File: src/hw/rtl/fbw_pkg.sv
`default_nettype none

package fbw_pkg;

    localparam int BEAMS           = 4;
    localparam int WEIGHT_W        = 16;
    localparam int DIAM_W          = 20;
    localparam int EDGE_W          = 16;
    localparam int VALID_W         = 3;
    localparam int CFG_IDX_W       = 3;
    localparam int CFG_DATA_W      = 20;
    localparam int COUNT_BITS_DEF  = 16;
    localparam int WEIGHT_FRAC_DEF = 12;

    localparam logic [DIAM_W-1:0]   DIAM_MAX      = 20'hFFFFF;
    localparam logic [EDGE_W-1:0]   EDGE_MAX      = 16'hFFFF;
    localparam logic [WEIGHT_W-1:0] WEIGHT_RESET  = 16'd4096;
    localparam logic [DIAM_W-1:0]   MIN_WIDTH_RST = 20'd1;

    localparam logic [VALID_W-1:0] NV_TWO   = 3'd2;
    localparam logic [VALID_W-1:0] NV_THREE = 3'd3;
    localparam logic [VALID_W-1:0] NV_FOUR  = 3'd4;

    typedef enum logic [CFG_IDX_W-1:0] {
        CFG_WEIGHT_A    = 3'd0,
        CFG_WEIGHT_B    = 3'd1,
        CFG_WEIGHT_C    = 3'd2,
        CFG_WEIGHT_D    = 3'd3,
        CFG_MIN_WIDTH   = 3'd4,
        CFG_SCAN_ENABLE = 3'd5
    } t_cfg_idx;

    typedef struct packed {
        logic [BEAMS-1:0][WEIGHT_W-1:0] weight;
        logic [DIAM_W-1:0]              min_width;
        logic                           scan_enable;
    } t_cfg;

    typedef struct packed {
        logic [DIAM_W-1:0]  diameter;
        logic [EDGE_W-1:0]  object_count;
        logic               diameter_updated;
        logic [VALID_W-1:0] valid_beams;
    } t_result;

endpackage

`default_nettype wire

File: src/hw/rtl/fbw_width_calc.sv
`default_nettype none

module fbw_width_calc import fbw_pkg::*; #(
    parameter int COUNT_BITS       = COUNT_BITS_DEF,
    parameter int WEIGHT_FRAC_BITS = WEIGHT_FRAC_DEF
) (
    input  wire logic [COUNT_BITS-1:0] i_high_ticks [BEAMS],
    input  wire t_cfg                  i_cfg,
    output logic [VALID_W-1:0]         o_nvalid,
    output logic [DIAM_W-1:0]          o_diameter
);

    localparam int PW = COUNT_BITS + WEIGHT_W;
    localparam int TW = DIAM_W + WEIGHT_FRAC_BITS;
    localparam int MW = (PW > TW) ? PW : TW;
    localparam int SW = PW + 1;
    localparam int XW = (SW > DIAM_W + 1) ? SW : DIAM_W + 1;

    logic [PW-1:0]    prod [BEAMS];
    logic [PW-1:0]    s    [BEAMS];
    logic [PW-1:0]    t;
    logic [BEAMS-1:0] hit;
    logic [MW-1:0]    thr;
    logic [SW-1:0]    sum;
    logic [XW-1:0]    q;

    // Rejected products sort to the top as all ones, so the valid ones
    // always occupy the lowest sorted slots.
    always_comb begin
        thr = MW'(i_cfg.min_width) << WEIGHT_FRAC_BITS;
        for (int i = 0; i < BEAMS; i++) begin
            prod[i] = PW'(i_high_ticks[i]) * PW'(i_cfg.weight[i]);
            hit[i]  = MW'(prod[i]) >= thr;
            s[i]    = hit[i] ? prod[i] : '1;
        end
        t = '0;
        if (s[0] > s[1]) begin t = s[0]; s[0] = s[1]; s[1] = t; end
        if (s[2] > s[3]) begin t = s[2]; s[2] = s[3]; s[3] = t; end
        if (s[0] > s[2]) begin t = s[0]; s[0] = s[2]; s[2] = t; end
        if (s[1] > s[3]) begin t = s[1]; s[1] = s[3]; s[3] = t; end
        if (s[1] > s[2]) begin t = s[1]; s[1] = s[2]; s[2] = t; end

        o_nvalid = VALID_W'($countones(hit));
        case (o_nvalid)
            NV_THREE: sum = {s[1], 1'b0};
            NV_FOUR:  sum = SW'(s[1]) + SW'(s[2]);
            default:  sum = SW'(s[0]) + SW'(s[1]);
        endcase
        q          = XW'(sum >> (WEIGHT_FRAC_BITS + 1));
        o_diameter = (q > XW'(DIAM_MAX)) ? DIAM_MAX : q[DIAM_W-1:0];
    end

endmodule

`default_nettype wire

File: config.mk
export PLATFORM = sky130hd
export DESIGN_NAME = fbw_width_calc
export DESIGN_NICKNAME = d
export VERILOG_FILES = /design/src/hw/rtl/fbw_pkg.sv /design/src/hw/rtl/fbw_width_calc.sv
export SDC_FILE = /design/constraint.sdc
export NUM_CORES = 2
export LEC_CHECK = 0
export ABC_AREA = 1
export BUFFER_PORTS_ARGS = -buffer_cell sky130_fd_sc_hd__buf_2
export CAP_MARGIN = 20
export CELL_PAD_IN_SITES_DETAIL_PLACEMENT = 1
export CELL_PAD_IN_SITES_GLOBAL_PLACEMENT = 1
export CORE_ASPECT_RATIO = 0.9
export CORE_UTILIZATION = 44
export DETAILED_ROUTE_END_ITERATION = 16
export PLACE_DENSITY = 0.93
export SLEW_MARGIN = 20
export SYNTH_ARGS = -nofsm -noshare
export SYNTH_HDL_FRONTEND = slang
export SYNTH_SLANG_ARGS = --single-unit
File: constraint.sdc
create_clock -name vclk -period 19.4
set_clock_uncertainty 0.15 [all_clocks]
set_input_delay 1.94 -clock vclk [all_inputs]
set_output_delay 1.94 -clock vclk [all_outputs]
set_load 0.1 [all_outputs]
==> qor.tcl, run 1 <==
set qor(synth.cells.most_frequent) {sky130_fd_sc_hd__nand2_1, sky130_fd_sc_hd__inv_1, sky130_fd_sc_hd__fa_1, sky130_fd_sc_hd__ha_1, sky130_fd_sc_hd__clkbuf_1}
set qor(gr-total-overflow) 1265
set qor(netlist_area_um2) 45200
set qor(initial_core_util) 0.444
set qor(port_buffers) 171
set qor(yosysWarningCount) 0
set qor(io_pins) 172
set qor(synth.yosys.seq_area_share) 0
set qor(synthCells) 6471
set qor(run_status) {stopped before the end}
set qor(detailedPlacementHpwl_mm) 172
set qor(postCtsHoldBufs) 0
set qor(synth_top_area_share) 0.344
set qor(dp.cells) 8346
set qor(netlist_top_cells_area) {sky130_fd_sc_hd__fa_1, sky130_fd_sc_hd__ha_1, sky130_fd_sc_hd__nand2_1, sky130_fd_sc_hd__inv_1, sky130_fd_sc_hd__a21oi_1}
set qor(firstError) {[ERROR GRT-0232] Routing congestion too high. Check the congestion heatmap in the GUI.}
set qor(synth.lib_cells_used.distinct) 51
set qor(grt_util_all_layers) 0.857
set qor(die_width_um) 340
set qor(synth.most_common_cell) {sky130_fd_sc_hd__nand2_1}
set qor(syn_avg_cell_area_um2) 6.99
set qor(synth_largest_area_cell) {sky130_fd_sc_hd__fa_1}
set qor(last-stage-reached) {5_1_grt}
set qor(place.gp.congestion) 0.986
set qor(die_h_um) 306
set qor(standard_cell_row_count) 111
set qor(synth_net_count) 8083
set qor(grt_max_degree) 71
set qor(timing.grt.repair.worst_endpoint) {o_diameter[4]}
set qor(worst-endpoint-pin-kind) {output port}
## layer usage
layer / overflow / GRT usage
met4: 362 / 0.881
met2: 812 / 0.974
met5: 8 / 0.560
met1: 31 / 0.824
met3: 52 / 0.782
## cells by family after synthesis
group	count (synthesis)	share of synthesized area
AND/OR/NAND/NOR	2184	0.193
buffers and inverters	1986	0.165
adder cells (fa/ha/maj)	1463	0.534
AO/OA/AOI/OAI	729	0.0868
XOR/XNOR	109	0.0211
## metrics by stage
stage / setup slack, ns / area [µm²]
after floorplan: 0.00338 / 45300
after global placement: -0.348 / 52100
after detailed placement: -2.03 / 52100
after CTS: -0.402 / 53700
## timing repair
item,4_1_cts
cloned,5
endpoints found under the setup margin,20
buffers inserted,39
pin swaps,67
gates resized for setup,380
==> run 2: changes to the inputs <==
--- a/config.mk
+++ b/config.mk
@@ -8,12 +8,9 @@
 export ABC_AREA = 1
 export BUFFER_PORTS_ARGS = -buffer_cell sky130_fd_sc_hd__buf_2
 export CAP_MARGIN = 20
-export CELL_PAD_IN_SITES_DETAIL_PLACEMENT = 1
-export CELL_PAD_IN_SITES_GLOBAL_PLACEMENT = 1
-export CORE_ASPECT_RATIO = 0.9
-export CORE_UTILIZATION = 44
+export CORE_UTILIZATION = 36
 export DETAILED_ROUTE_END_ITERATION = 16
-export PLACE_DENSITY = 0.93
+export PLACE_DENSITY_LB_ADDON = 0.15
 export SLEW_MARGIN = 20
 export SYNTH_ARGS = -nofsm -noshare
 export SYNTH_HDL_FRONTEND = slang
==> constraint.sdc (replaced) <==
create_clock -name vclk -period 25.2
set_clock_uncertainty 0.15 [all_clocks]
set_input_delay 2.52 -clock vclk [all_inputs]
set_output_delay 2.52 -clock vclk [all_outputs]
set_load 0.1 [all_outputs]
==> run 2 against run 1 <==
- the run now ends clean
- synthesized area unchanged
- synthesized cell count unchanged
==> qor.tcl, run 2 <==
set qor(run_status) {completed}
set qor(grt_pass1_wl_mm) 219
set qor(detailedPlacementHpwl_mm) 115
set qor(synth.most_common_cell) {sky130_fd_sc_hd__nand2_1}
set qor(netlist_top_cells_area) {sky130_fd_sc_hd__fa_1, sky130_fd_sc_hd__ha_1, sky130_fd_sc_hd__nand2_1, sky130_fd_sc_hd__inv_1, sky130_fd_sc_hd__a21oi_1}
set qor(antenna_violating_nets_post_route) 0
set qor(initial_core_util) 0.364
set qor(drive_gt1_frac) 0.0434
set qor(synthCells) 6471
set qor(path_common_cell) {sky130_fd_sc_hd__nand2_1}
set qor(io_pins) 172
set qor(timing.final.crit_share) 0.956
set qor(synth_net_count) 8083
set qor(startpoint_type) {input port}
set qor(die_width_um) 356
set qor(critPathCapture) {o_diameter[14]}
set qor(detailedRoute.firstPassIterationCount) 5
set qor(cts_setup_buffers) 0
set qor(standard_cell_row_count) 129
set qor(diodes) 0
set qor(port_buffers) 171
set qor(hold_fails_final_rpt) 0
set qor(timing.critical_path.required_ns) 22.53
set qor(dr.first_iter.drc_count) 2146
set qor(fin_area_um2) 47500
set qor(synth_top_area_share) 0.344
set qor(die_h_um) 356
set qor(setup.worst_path.end_class) {output pin}
set qor(syn_avg_cell_area_um2) 6.99
set qor(synth.lib_cells_used.distinct) 51
set qor(crit_slowest_cell) {sky130_fd_sc_hd__nor4b_1}
set qor(residual_drc_count) 0
set qor(layout.filler_cells) 13400
set qor(final-seq-area_um2) 0
set qor(yosysWarningCount) 0
set qor(detail_route.wl_per_cell_um) 17.2
set qor(crit_path_max_fanout) 48
set qor(synth.yosys.seq_area_share) 0
set qor(layout-area-overhead-vs-synth_pct) 4.97
set qor(drt-total-wl_mm) 137
set qor(synth.cells.most_frequent) {sky130_fd_sc_hd__nand2_1, sky130_fd_sc_hd__inv_1, sky130_fd_sc_hd__fa_1, sky130_fd_sc_hd__ha_1, sky130_fd_sc_hd__clkbuf_1}
set qor(tightest_slew_ns) 1.04
set qor(grt_max_degree) 73
set qor(max_freq_mhz) 41.5
set qor(num-clock-buffers) 0
set qor(finalSetupTns_ns) 0
set qor(synth_largest_area_cell) {sky130_fd_sc_hd__fa_1}
set qor(netlist_area_um2) 45200
set qor(numSequentialCells) 0
set qor(worstSetupPathDepth) 83
set qor(core_area_um2) 124000
set qor(fp.dieArea_um2) 127000
set qor(layoutNonFillerInstCount) 7976
set qor(hold_class) {in -> out}
set qor(dp.cells) 7976
set qor(gr-total-overflow) 0
set qor(setup.worst_path.start) {i_high_ticks[58]}
set qor(setup.worst_path.class) {in -> out}
set qor(worst_ep_arrival_time_ns) 21.41
set qor(slew-limit-headroom) 0.301
set qor(antenna_violations_before_repair) 3
set qor(critical-path-top-delay-family) {simple AND/OR/NAND/NOR gates}
set qor(grt_pass1_vias) 40400
set qor(most_used_cells_in_the_layout_excluding_fill_and_tap_cells) {sky130_fd_sc_hd__nand2_1, sky130_fd_sc_hd__inv_1, sky130_fd_sc_hd__fa_1}
set qor(post-route-min-period_ns) 24.08
set qor(area_after_dpl_um2) 47500
set qor(cap_violations) 0
set qor(nets) 7953
set qor(drv_slew) 0
set qor(grt_util_all_layers) 0.219
set qor(layout.cells.most_common) {sky130_fd_sc_hd__nand2_1}
set qor(number_of_vias_in_the_routed_layout) 38800
set qor(drt-vias-per-instance) 4.87
set qor(place.gp.congestion) 0.924
set qor(crit_buf_inv) 16
set qor(final-setup-viol-count) 0
set qor(timing.critical_path.slowest_cell_delay_ns) 0.61
run 2: through the flow:
step	setup WS, ns	util	hold WS (ns)
2_1_floorplan	3.38	-	6.06
3_3_place_gp	1.38	0.382	6.39
3_5_place_dp	1.25	0.382	6.41
4_1_cts	1.17	0.382	6.41
5_1_grt	-0.00382	0.383	6.53
6_report	1.12	0.383	6.46
run 2: layout make-up:
| type | count | area (µm²) | area share |
|---|---|---|---|
| inverter | 1652 | 6210 | 0.131 |
| multi-input combinational | 4485 | 37800 | 0.796 |
| tap | 1637 | 2050 | 0.0431 |
| timing repair buffer | 202 | 1430 | 0.0300 |
run 2: cells by family after synthesis:
| family | after synthesis | share of synthesized area |
|---|---|---|
| AND/OR/NAND/NOR | 2184 | 0.193 |
| buffers and inverters | 1986 | 0.165 |
| adder cells (fa/ha/maj) | 1463 | 0.534 |
| AO/OA/AOI/OAI | 729 | 0.0868 |
| XOR/XNOR | 109 | 0.0211 |
run 2: worst min path at each step:
stage / startpoint / to / slack (ns) / cells after the start
CTS: i_cfg[1] / o_nvalid[0] / 6.41 / 9
finish: i_cfg[1] / o_nvalid[0] / 6.46 / 8
global route: i_cfg[1] / o_nvalid[0] / 6.53 / 8
detailed placement: i_cfg[1] / o_nvalid[0] / 6.41 / 9
floorplan: i_cfg[1] / o_nvalid[0] / 6.06 / 7
global placement: i_cfg[1] / o_nvalid[0] / 6.39 / 9
run 2: timing repair:
| action | CTS | global route |
|---|---|---|
| resized for setup | 0 | 3 |
| hold buffers | 0 | 0 |
| endpoints found under the hold margin | 0 | 0 |
| setup endpoints to repair | 0 | 19 |
run 2: layer usage:
layer	vias to the layer above	part of all wire	track usage
met4	6	0.030	0.0569
met2	792	0.49	0.396
li1	19000	-	-
met5	-	0.00033	0
met1	18800	0.44	0.284
met3	186	0.038	0.0113
Power of run 2 is not shown: default switching activity piles up to over one toggle a cycle in this logic, so the estimate is an artifact.
