===== config.mk =====
export PLATFORM = sky130hd
export DESIGN_NAME = fbw_beam_track
export DESIGN_NICKNAME = d
export VERILOG_FILES = /design/src/hw/rtl/fbw_pkg.sv /design/src/hw/rtl/fbw_beam_track.sv
export SDC_FILE = /design/constraint.sdc
export NUM_CORES = 1
export LEC_CHECK = 0
export BUFFER_PORTS_ARGS = -buffer_cell sky130_fd_sc_hd__buf_2
export CAP_MARGIN = 20
export CORE_AREA = 2 2 149 93
export DETAILED_ROUTE_END_ITERATION = 8
export DIE_AREA = 0 0 151 95
export PLACE_DENSITY = 0.72
export SLEW_MARGIN = 20
export SYNTH_ARGS = -nofsm -noshare
export SYNTH_HDL_FRONTEND = slang
export SYNTH_SLANG_ARGS = --single-unit

===== constraint.sdc =====
create_clock -name i_clk -period 3.55 [get_ports i_clk]
set_input_delay 0.355 -clock i_clk [delete_from_list [all_inputs] [get_ports i_clk]]
set_output_delay 0.355 -clock i_clk [all_outputs]
set_load 0.01 [all_outputs]

===== src/hw/rtl/fbw_pkg.sv =====
`default_nettype none

package fbw_pkg;

    localparam int BEAMS           = 4;
    localparam int WEIGHT_W        = 16;
    localparam int DIAM_W          = 20;
    localparam int EDGE_W          = 16;
    localparam int VALID_W         = 3;
    localparam int CFG_IDX_W       = 3;
    localparam int CFG_DATA_W      = 20;
    localparam int COUNT_BITS_DEF  = 16;
    localparam int WEIGHT_FRAC_DEF = 12;

    localparam logic [DIAM_W-1:0]   DIAM_MAX      = 20'hFFFFF;
    localparam logic [EDGE_W-1:0]   EDGE_MAX      = 16'hFFFF;
    localparam logic [WEIGHT_W-1:0] WEIGHT_RESET  = 16'd4096;
    localparam logic [DIAM_W-1:0]   MIN_WIDTH_RST = 20'd1;

    localparam logic [VALID_W-1:0] NV_TWO   = 3'd2;
    localparam logic [VALID_W-1:0] NV_THREE = 3'd3;
    localparam logic [VALID_W-1:0] NV_FOUR  = 3'd4;

    typedef enum logic [CFG_IDX_W-1:0] {
        CFG_WEIGHT_A    = 3'd0,
        CFG_WEIGHT_B    = 3'd1,
        CFG_WEIGHT_C    = 3'd2,
        CFG_WEIGHT_D    = 3'd3,
        CFG_MIN_WIDTH   = 3'd4,
        CFG_SCAN_ENABLE = 3'd5
    } t_cfg_idx;

    typedef struct packed {
        logic [BEAMS-1:0][WEIGHT_W-1:0] weight;
        logic [DIAM_W-1:0]              min_width;
        logic                           scan_enable;
    } t_cfg;

    typedef struct packed {
        logic [DIAM_W-1:0]  diameter;
        logic [EDGE_W-1:0]  object_count;
        logic               diameter_updated;
        logic [VALID_W-1:0] valid_beams;
    } t_result;

endpackage

`default_nettype wire


===== src/hw/rtl/fbw_beam_track.sv =====
`default_nettype none

module fbw_beam_track import fbw_pkg::*; #(
    parameter int COUNT_BITS = COUNT_BITS_DEF
) (
    input  wire logic               i_clk,
    input  wire logic               i_rst_n,
    input  wire logic               i_step,
    input  wire logic               i_restart,
    input  wire logic               i_scan,
    input  wire logic [BEAMS-1:0]   i_levels,
    output logic [COUNT_BITS-1:0]   o_high_ticks [BEAMS],
    output logic [EDGE_W-1:0]       o_edge_total,
    output logic [EDGE_W-1:0]       o_n_edge_total
);

    logic [COUNT_BITS-1:0] r_ht [BEAMS];
    logic [COUNT_BITS-1:0] n_ht [BEAMS];
    logic [BEAMS-1:0]      r_was;
    logic [BEAMS-1:0]      n_was;
    logic [EDGE_W-1:0]     r_edge;
    logic [EDGE_W-1:0]     n_edge;
    logic [BEAMS-1:0]      rises;
    logic [EDGE_W:0]       esum;

    // Several beams may rise on one tick; the saturating sum matches
    // one saturating increment per edge.
    always_comb begin
        n_ht   = r_ht;
        n_was  = r_was;
        n_edge = r_edge;
        rises  = i_levels & ~r_was;
        esum   = (EDGE_W+1)'(r_edge) + (EDGE_W+1)'($countones(rises));
        if (i_restart) begin
            for (int i = 0; i < BEAMS; i++) begin
                n_ht[i] = '0;
            end
            n_was  = '0;
            n_edge = '0;
        end else if (i_scan) begin
            for (int i = 0; i < BEAMS; i++) begin
                if (i_levels[i]) begin
                    if (!r_was[i]) begin
                        n_ht[i] = COUNT_BITS'(1);
                    end else if (!(&r_ht[i])) begin
                        n_ht[i] = r_ht[i] + 1'b1;
                    end
                end
            end
            n_was  = i_levels;
            n_edge = (esum > (EDGE_W+1)'(EDGE_MAX)) ? EDGE_MAX : esum[EDGE_W-1:0];
        end
    end

    assign o_high_ticks   = r_ht;
    assign o_edge_total   = r_edge;
    assign o_n_edge_total = n_edge;

    always_ff @(posedge i_clk) begin
        if (!i_rst_n) begin
            for (int i = 0; i < BEAMS; i++) begin
                r_ht[i] <= '0;
            end
            r_was  <= '0;
            r_edge <= '0;
        end else if (i_step) begin
            r_ht   <= n_ht;
            r_was  <= n_was;
            r_edge <= n_edge;
        end
    end

endmodule

`default_nettype wire


* Word-level counts from Yosys, hierarchy flattened *
Cells that the tools add are included.
W data, S select, Z words.

word-level totals
  register bits after elaboration = 84
  output and inout bits = 96
  input bits = 9

cells by class
  magnitude comparators = 1
  reduce and logical (&&, ||, !) cells = 14
  multiplexer cells = 19
  bitwise gates (word level) = 2
  equality and inequality tests = 4
  add/subtract/negate cells = 8

operators with widths
  cell                     count
  $mux W16                 15
  $mux W64                 2
  $add A16 B1 Y16 const B  4
  $reduce_and A16 Y1       4
  $add A16 B3 Y17          1
  $gt A17 B16 Y1 const B   1
  $reduce_and A4 Y1        4
  $ne A3 B3 Y1 const B     4
  $reduce_bool A2 Y1       5
  $mux W4                  2
  $add A1 B1 Y2            2
  $and A4 B4 Y4            1
  $not A4 Y4               1
  $add A2 B2 Y3            1
  $reduce_and A2 Y1        1

* Logic depth before layout (Yosys ltp) *
Gate-level depths: netlist of the first run.

  depth after elaboration = 9
  depth in mapped cells = 11
  depth with buffers taken out = 10

* Worst setup path before layout of the first run *
OpenSTA, ideal clock, no wires.

  path type = reg-to-output
  start = register r_was[0]
  end = output port o_n_edge_total[10]
  arrival = 2.749 ns
  slack = 0.446 ns
  stages on the path, launching flop included = 12
  cells stage by stage = dfxtp_1 nand2b_1 fa_1 fa_1 inv_1 fa_1 and3_1 clkbuf_1 nand3_1 nor2_1 nor2_1 nor3_1

on the way
  longest elaborated chain between the ends = 9

ends and longest elaborated chain
  what                                   line                  text
  start: declaration                     fbw_beam_track.sv:19  logic [BEAMS-1:0] r_was;
  start signal: assignment               fbw_beam_track.sv:68  r_was <= n_was;
  $not A4 Y4 *                           fbw_beam_track.sv:32  rises = i_levels & ~r_was;
  $and A4 B4 Y4 *                        fbw_beam_track.sv:32
  $add A1 B1 Y2 (implied by the code) *  fbw_beam_track.sv:33  esum = (EDGE_W+1)'(r_edge) + (EDGE_W+1)'($countones(rises));
  $add A2 B2 Y3 (implied by the code) *  fbw_beam_track.sv:33
  $add A16 B3 Y17 *                      fbw_beam_track.sv:33
  $gt A17 B16 Y1                         fbw_beam_track.sv:51  n_edge = (esum > (EDGE_W+1)'(EDGE_MAX)) ? EDGE_MAX : esum[EDGE_W-1:0];
  $mux W16 *                             fbw_beam_track.sv:51
  $mux W16 *                             fbw_beam_track.sv:40  end else if (i_scan) begin
  $mux W16 *                             fbw_beam_track.sv:34  if (i_restart) begin
  end: declaration                       fbw_beam_track.sv:14  output logic [EDGE_W-1:0] o_n_edge_total

Mark *: on every way between the ends. The rest lies on a longest branch, timed or not.

* Final worst setup path of the first run *
  start = register r_was[0]
  end = output port o_n_edge_total[9]

Same word-level chain as after synthesis.

==> results.json, run 1 <==
{
  "synth_ff_type": "dfxtp_1",
  "clock_sinks": 84,
  "final_common_cell": "buf_2",
  "timing.rr.start": "r_was[0]",
  "p_sw_frac": 0.247,
  "die_w_um": 151,
  "via_per_inst": 5.94,
  "gp_congestion": 0.911,
  "layout_common_cells": "buf_2, dfxtp_1, nor2_1, a21oi_1, nand2_1",
  "fin_skew_ps": 6.48,
  "p_seq_frac": 0.446,
  "ys_seq_elements": 84,
  "whs_ps": 319,
  "fin_nets": 753,
  "drive_gt1_frac": 0.228,
  "vias": 5437,
  "grt_remaining_overflow": 0,
  "grt_antenna_before_repair": 0,
  "tns_ps": 0,
  "cp.required_ps": 3190,
  "startpoint_type": "flip-flop",
  "path_cells": "nand2b_4 > fa_1 > fa_2 > inv_1 > fa_2 > and3_4 > buf_4 > nand3_1 > a31oi_1 > o21a_1 > buf_2",
  "synthesis.area_um2": 5090,
  "first_pass_iters": 5,
  "synth_nets": 666,
  "ys_async_sr_fraction": 0,
  "cpPeakStageDelay_ps": 470,
  "cp_slowest_cell": "fa_1",
  "ir_drop_v": 0.000200,
  "synth_cell_type_count": 78,
  "grt_pass1_wl_um": 24400,
  "hpwl_um": 10700,
  "setup_viol": 0,
  "grt_usage": 0.214,
  "path_common_cell": "fa_2",
  "outcome": "completed",
  "rows": 33,
  "worstSetupStartpoint": "r_was[0]",
  "cts_htree_levels": 3,
  "fin_crit_sh": 0.964,
  "cts_hold_buf": 0,
  "cp_max_fo": 6,
  "die_h_um": 95,
  "ys_seq_area_frac": 0.331,
  "p_int_uw": 1620,
  "root_buffer": "clkbuf_16",
  "antenna-diode-count": 0,
  "power_uw": 2150,
  "cts_made_buffers": 9,
  "wl_per_cell_um": 16.5,
  "dp_slack_ps": 227,
  "slew_headroom": 0.375,
  "combPwrFrac": 0.078,
  "wl_um": 15100,
  "tightest_slew_ps": 930,
  "yosysWarnings": 0,
  "synth_cells": 649,
  "fmax_mhz": 292,
  "net-switching-power_uw": 530,
  "port_buffers": 104,
  "boundaryPins": 105,
  "core_area_um2": 13100,
  "drt_iter0_drc": 495,
  "cpLargestDelayFamily": "adder cells",
  "rrSetupSlack_ps": 550,
  "slew_viol_final": 0,
  "clock_power_share": 0.477,
  "rsz0062_at_grt": "false",
  "fin_util": 0.462,
  "setup_slack_ps": 127,
  "hold_path_class": "in2reg",
  "syn2layout_area_growth_pct": 19.2,
  "power.density_nw_per_um2": 355,
  "worstPathArrival_ps": 3070,
  "ant_nets": 0,
  "initial_core_util": 0.387,
  "drc": 0,
  "min_from": "i_levels[3]",
  "clock_latency_ps": 340,
  "grt_max_degree": 36,
  "path_clk_slew_ps": 60,
  "die-area_um2": 14300,
  "path_class": "reg2out",
  "grt_pass1_vias": 4529,
  "crit_buf_inv": 3,
  "cap_violations": 0,
  "synth_edf_count": 0,
  "hold_viol": 0,
  "cts_tree": "done",
  "p_leak_uw": 0.00235,
  "min_period_ps": 3420,
  "fill_cells": 1306,
  "syn-mean-instance-area_um2": 7.84,
  "cts_max_path_buffers": 2,
  "end_kind": "primary output"
}
==> final timing paths <==
path / endpoint / cells past startpoint
worst min register to register: o_high_ticks[48] / 1
worst max-delay path: o_n_edge_total[9] / 11
worst max register to register: o_edge_total[13] / 10
worst min-delay path: r_was[3] / 3
==> sequential cells by signal, indices dropped and copies added, names as in the netlist <==
register and count:
o_edge_total 16, o_high_ticks 64, r_was 4
==> worst register-to-register path, cell delays in order, from the launching register on <==
cell and delay (ps):
dfxtp_2 350, nand2b_4 150, fa_1 470, fa_2 400, inv_1 90, fa_2 270
nand3_1 220, buf_4 230, nor3_1 280, o21ai_0 190, a221oi_2 280
==> synth_stat cells (6+ instances only) <==
master    instances  share of area
clkbuf_1         17          0.013
a21oi_1          62          0.061
and4_1           10          0.017
nor2_1           63          0.046
and3_1           13          0.016
nor4_1            6         0.0074
nand2b_1          8         0.0098
dfxtp_1          84           0.33
inv_1            12         0.0089
nand4_1          18          0.022
nand3_1          37          0.036
buf_2             7         0.0069
xnor2_1           8          0.014
nor3_1           29          0.029
a31o_2            6          0.010
or4_1             8          0.012
a22o_1            6          0.010
o21ai_0          26          0.026
or3_1             6         0.0074
a211oi_1          7          0.010
a31oi_1          26          0.032
nand2_1          62          0.046
==> metrics by stage <==
step,instances,instance area [µm²]
2_1_floorplan,649,5090
3_3_place_gp,898,5690
3_5_place_dp,898,5690
4_1_cts,914,6020
5_1_grt,916,6060
6_report,916,6060
==> metal layers <==
layer,GRT usage,vias to the layer above,part of all wire
li1,-,2657,-
met1,0.335,2513,0.51
met2,0.286,250,0.39
met3,0.0531,17,0.087
met4,0.0467,0,0.012
met5,0,-,0
==> layout make-up <==
class / count / area, µm² / share of cell area
well taps: 175 / 219 / 0.0361
inverters: 12 / 45.0 / 0.00743
repair buffers: 110 / 566 / 0.0933
multi-input cells: 519 / 3220 / 0.532
clock inverters: 7 / 101 / 0.0167
clock buffers: 9 / 225 / 0.0371
flip-flops and latches: 84 / 1680 / 0.278
==> kinds of logic after synthesis <==
group                      synth area share
xor gates and xnor gates             0.0172
AOI/OAI and AO/OA                     0.262
adders and majority gates            0.0241
buffers and inverters                0.0411
DFF                                   0.331
and+or+nand+nor                       0.313
muxes                                0.0123
==> power by group through the flow <==
stage          Combinational, µW  Sequential (µW)  Clock (µW)
6_report                     167              959        1030
4_1_cts                      162              958        1050
3_5_place_dp                 161              980           0
2_1_floorplan                112              979           0
5_1_grt                      187              959        1090
3_3_place_gp                 160              980           0
==> repair_timing <==
item,CTS,global route
buffers inserted,0,2
endpoints found under the setup margin,5,11
pin swaps,0,4
gates resized for setup,2,6
(Power assumes the default switching activity.)
==> inputs of run 2 (changes only) <==
- clock period: 3.55 -> 4.1 ns (I/O delays scaled with it)
==> results.json, run 2 (synthesis gave the netlist of run 1 again) <==
{
  "outcome": "completed",
  "hold_viol": 0,
  "grt_pass1_wl_um": 24900,
  "path_common_cell": "fa_1",
  "wl_um": 15300,
  "rsz0062_at_grt": "false",
  "final_common_cell": "buf_2",
  "cts_resized": 0,
  "power.density_nw_per_um2": 310,
  "cts_made_buffers": 9,
  "worstPathArrival_ps": 3310,
  "layout_common_cells": "buf_2, dfxtp_1, nor2_1",
  "p_int_uw": 1400,
  "vias": 5439,
  "crit_buf_inv": 2,
  "placed_area_um2": 5680,
  "die_h_um": 95,
  "cpLargestDelayFamily": "adder cells",
  "clock_latency_ps": 340,
  "tns_ps": 0,
  "largest_register_ffs": 64,
  "path_clk_slew_ps": 70,
  "fin_nets": 749,
  "p_sw_frac": 0.247,
  "cp_slowest_cell": "fa_1",
  "setup_viol": 0,
  "cp_max_fo": 6,
  "hold_path_class": "in2reg",
  "cap_violations": 0,
  "first_pass_iters": 5,
  "core_area_um2": 13100,
  "fin_crit_sh": 0.906,
  "fin_area_um2": 6000,
  "grt_max_degree": 36,
  "cts_hold_buf": 0,
  "drive_gt1_frac": 0.216,
  "wl_per_cell_um": 16.7,
  "ant_nets": 0,
  "cpPeakStageDelay_ps": 490,
  "die-area_um2": 14300,
  "port_buffers": 104,
  "drc": 0,
  "fill_cells": 1334,
  "ir_drop_v": 0.000164,
  "net-switching-power_uw": 459,
  "p_seq_frac": 0.446,
  "slew_headroom": 0.327,
  "fin_util": 0.457,
  "boundaryPins": 105,
  "gp_congestion": 0.917,
  "grt_usage": 0.217,
  "grt_antenna_before_repair": 0,
  "cts_tree": "done",
  "fin_skew_ps": 9.21,
  "die_w_um": 151,
  "rows": 33,
  "root_buffer": "clkbuf_16",
  "clock_sinks": 84,
  "drt_iter0_drc": 562,
  "combPwrFrac": 0.076,
  "end_kind": "primary output",
  "via_per_inst": 5.96,
  "cts_setup_buffers": 0,
  "tightest_slew_ps": 1000,
  "p_leak_uw": 0.00231,
  "cts_htree_levels": 3,
  "grt_pass1_vias": 4729,
  "hpwl_um": 10900,
  "clock_power_share": 0.478,
  "grt_remaining_overflow": 0,
  "startpoint_type": "flip-flop",
  "initial_core_util": 0.387,
  "multi_input_area_um2": 3200,
  "cts_max_path_buffers": 2,
  "fmax_mhz": 269,
  "path_cells": "nand2b_1 > fa_1 > fa_1 > inv_1 > fa_1 > and3_1 > nand3_1 > nor2_1 > and3_1 > nor3_1 > buf_2",
  "syn2layout_area_growth_pct": 18.0,
  "regArea_um2": 1680,
  "min_period_ps": 3720,
  "cp.required_ps": 3690,
  "path_class": "reg2out",
  "slew_viol_final": 0
}
==> run 2: final cells by class <==
type,count,area share
multi-input combinational,519,0.532
timing repair buffer,106,0.0892
sequential,84,0.280
tap,175,0.0365
inverter,12,0.00750
clock buffer,9,0.0375
clock inverter,7,0.0165
antenna,1,0.000417
==> run 2: metal layers <==
metal | up-vias | part of all wire | GRT usage
met2 | 252 | 0.40 | 0.289
met4 | 0 | 0.0090 | 0.0452
li1 | 2641 | - | -
met3 | 22 | 0.094 | 0.0449
met5 | - | 0 | 0
met1 | 2524 | 0.50 | 0.348
==> run 2: worst reg2reg max path, stage by stage, from the launching register on <==
cell      delay (ps)
dfxtp_1          350
nand2b_1         190
fa_1             490
fa_1             460
inv_1             80
fa_1             290
nand3_1          270
nor3_1           400
o21ai_0          180
a221oi_2         250
==> run 2: worst paths after layout <==
| path | from | endpoint | slack, ps | depth (start not counted) |
|---|---|---|---|---|
| hold reg to reg | o_high_ticks[15] | o_high_ticks[15] | 500 | 1 |
| hold / removal | i_levels[3] | r_was[3] | 370 | 3 |
| setup reg to reg | r_was[0] | o_edge_total[13] | 1050 | 9 |
| setup / recovery | r_was[0] | o_n_edge_total[10] | 380 | 11 |
==> run 2: through the flow <==
step / total power (µW) / setup slack (ps) / cells / hold WS [ps]
floorplan: 945 / 941 / 649 / 471
global placement: 987 / 709 / 896 / 488
detailed placement: 989 / 635 / 896 / 490
CTS: 1880 / 378 / 912 / 363
global route: 1930 / 151 / 912 / 413
finish: 1860 / 384 / 913 / 374
==> run 2: power by group through the flow <==
stage / logic [µW] / registers (µW) / clock network [µW]
after floorplan: 97.3 / 848 / 0
after global placement: 138 / 849 / 0
after detailed placement: 140 / 849 / 0
after CTS: 141 / 830 / 909
after global routing: 157 / 831 / 940
final: 140 / 830 / 889
==> inputs of run 3 (changes only) <==
- clock period: 4.1 -> 3.53 ns (I/O delays scaled with it)
==> results.json, run 3 (synthesis gave the netlist of run 1 again) <==
{
  "outcome": "completed",
  "worstPathArrival_ps": 3080,
  "tns_ps": 0,
  "cts_hold_buf": 0,
  "rrSetupSlack_ps": 640,
  "drive_gt1_frac": 0.229,
  "fin_crit_sh": 0.971,
  "setup_viol": 0,
  "hold_viol": 0,
  "fill_cells": 1315,
  "die-area_um2": 14300,
  "cap_violations": 0,
  "first_pass_iters": 5,
  "vias": 5500,
  "cp.required_ps": 3180,
  "rsz0062_at_grt": "false",
  "reg2reg_depth": 10,
  "fmax_mhz": 292,
  "slew_viol_final": 0,
  "rows": 33,
  "clock_power_share": 0.447,
  "ant_nets": 0,
  "drt_iter0_drc": 488,
  "ir_drop_v": 0.000211,
  "p_seq_frac": 0.470,
  "via_per_inst": 6.00,
  "drc": 0,
  "cp_max_fo": 6,
  "path_clk_slew_ps": 70,
  "final_common_cell": "buf_2",
  "wl_um": 15400,
  "power.density_nw_per_um2": 341,
  "slew_headroom": 0.331,
  "path_class": "reg2out",
  "cts_made_buffers": 9,
  "gp_congestion": 0.911,
  "syn2layout_area_growth_pct": 18.4,
  "cts_htree_levels": 3,
  "cts_tree": "done",
  "worstSetupStartpoint": "r_was[0]",
  "hpwl_um": 10900,
  "combPwrFrac": 0.083,
  "p_leak_uw": 0.00233,
  "layout_common_cells": "buf_2, dfxtp_1, a21oi_1, nand2_1, nor2_1",
  "min_period_ps": 3430,
  "dp_slack_ps": 202,
  "p_int_uw": 1490,
  "clock_sinks": 84,
  "die_h_um": 95,
  "cp-endpoint": "o_n_edge_total[12]",
  "grt_pass1_wl_um": 24700,
  "core_area_um2": 13100,
  "clock_latency_ps": 350,
  "boundaryPins": 105,
  "setup_slack_ps": 101,
  "p_sw_frac": 0.271,
  "grt_usage": 0.216,
  "largest_register_ffs": 64,
  "grt_remaining_overflow": 0,
  "root_buffer": "clkbuf_16",
  "cts_max_path_buffers": 2,
  "grt_max_degree": 36,
  "end_kind": "primary output",
  "net-switching-power_uw": 556,
  "grt_antenna_before_repair": 1,
  "hold_path_class": "in2reg",
  "r2r-end": "o_edge_total[13]",
  "grt_pass1_vias": 4741,
  "startpoint_type": "flip-flop",
  "die_w_um": 151,
  "tightest_slew_ps": 995,
  "port_buffers": 104,
  "fin_skew_ps": 11.0,
  "initial_core_util": 0.387,
  "wl_per_cell_um": 16.8,
  "fin_nets": 753,
  "timing.rr.start": "r_was[0]"
}
==> run 3: layer usage <==
layer | GRT usage | up-vias | share of wire
li1 | - | 2647 | -
met1 | 0.335 | 2572 | 0.50
met2 | 0.297 | 265 | 0.40
met3 | 0.0493 | 16 | 0.091
met4 | 0.0514 | 0 | 0.0090
met5 | 0 | - | 0
==> run 3: worst min-delay path by stage <==
stage,cells after the start,slack (ps),from,endpoint
after floorplan,1,470,r_was[0],o_high_ticks[48]
after global placement,1,490,o_high_ticks[15],o_high_ticks[15]
after detailed placement,1,490,o_high_ticks[12],o_high_ticks[12]
after CTS,3,290,i_levels[3],r_was[3]
after global routing,3,340,i_levels[3],r_was[3]
final,3,310,i_levels[3],r_was[3]
==> run 3: power groups by stage <==
stage,Clock [µW],Combinational [µW],Sequential [µW]
floorplan,0,113,985
global placement,0,161,985
detailed placement,0,164,985
CTS,942,165,964
global route,983,188,965
finish,918,169,964
==> run 3: what timing repair did <==
action                                  in CTS  in global routing
buffers inserted                             0                  2
hold endpoints to repair                     0                  0
gates resized for setup                      4                  5
pin swaps                                    0                  4
endpoints found under the setup margin       6                 13
==> run 3: critical path, cell delays in order, from the launching register on <==
cell      delay (ps)
dfxtp_2          340
nand2b_1         180
fa_1             510
fa_2             210
inv_1             60
fa_2             400
and3_4           220
and3_1           210
a31o_2           260
o21ba_2          220
buf_2            120
==> run 3: layout make-up <==
cell class | count | area [µm²] | area share
Multi-Input combinational cell | 519 | 3220 | 0.535
Clock inverter | 7 | 58.8 | 0.00977
Timing Repair Buffer | 110 | 566 | 0.0939
Tap cell | 175 | 219 | 0.0364
Antenna cell | 1 | 2.50 | 0.000416
Inverter | 12 | 45.0 | 0.00748
Sequential cell | 84 | 1680 | 0.280
Clock buffer | 9 | 225 | 0.0374
==> run 3: through the flow <==
step                power [µW]   util  hold WS (ps)  area (µm²)  instances
floorplan                 1100      -           471        5090        649
finish                    2050  0.459           313        6020        917
global placement          1150  0.433           487        5690        898
detailed placement        1150  0.433           487        5690        898
CTS                       2070  0.456           294        5990        914
global route              2140  0.458           340        6020        916
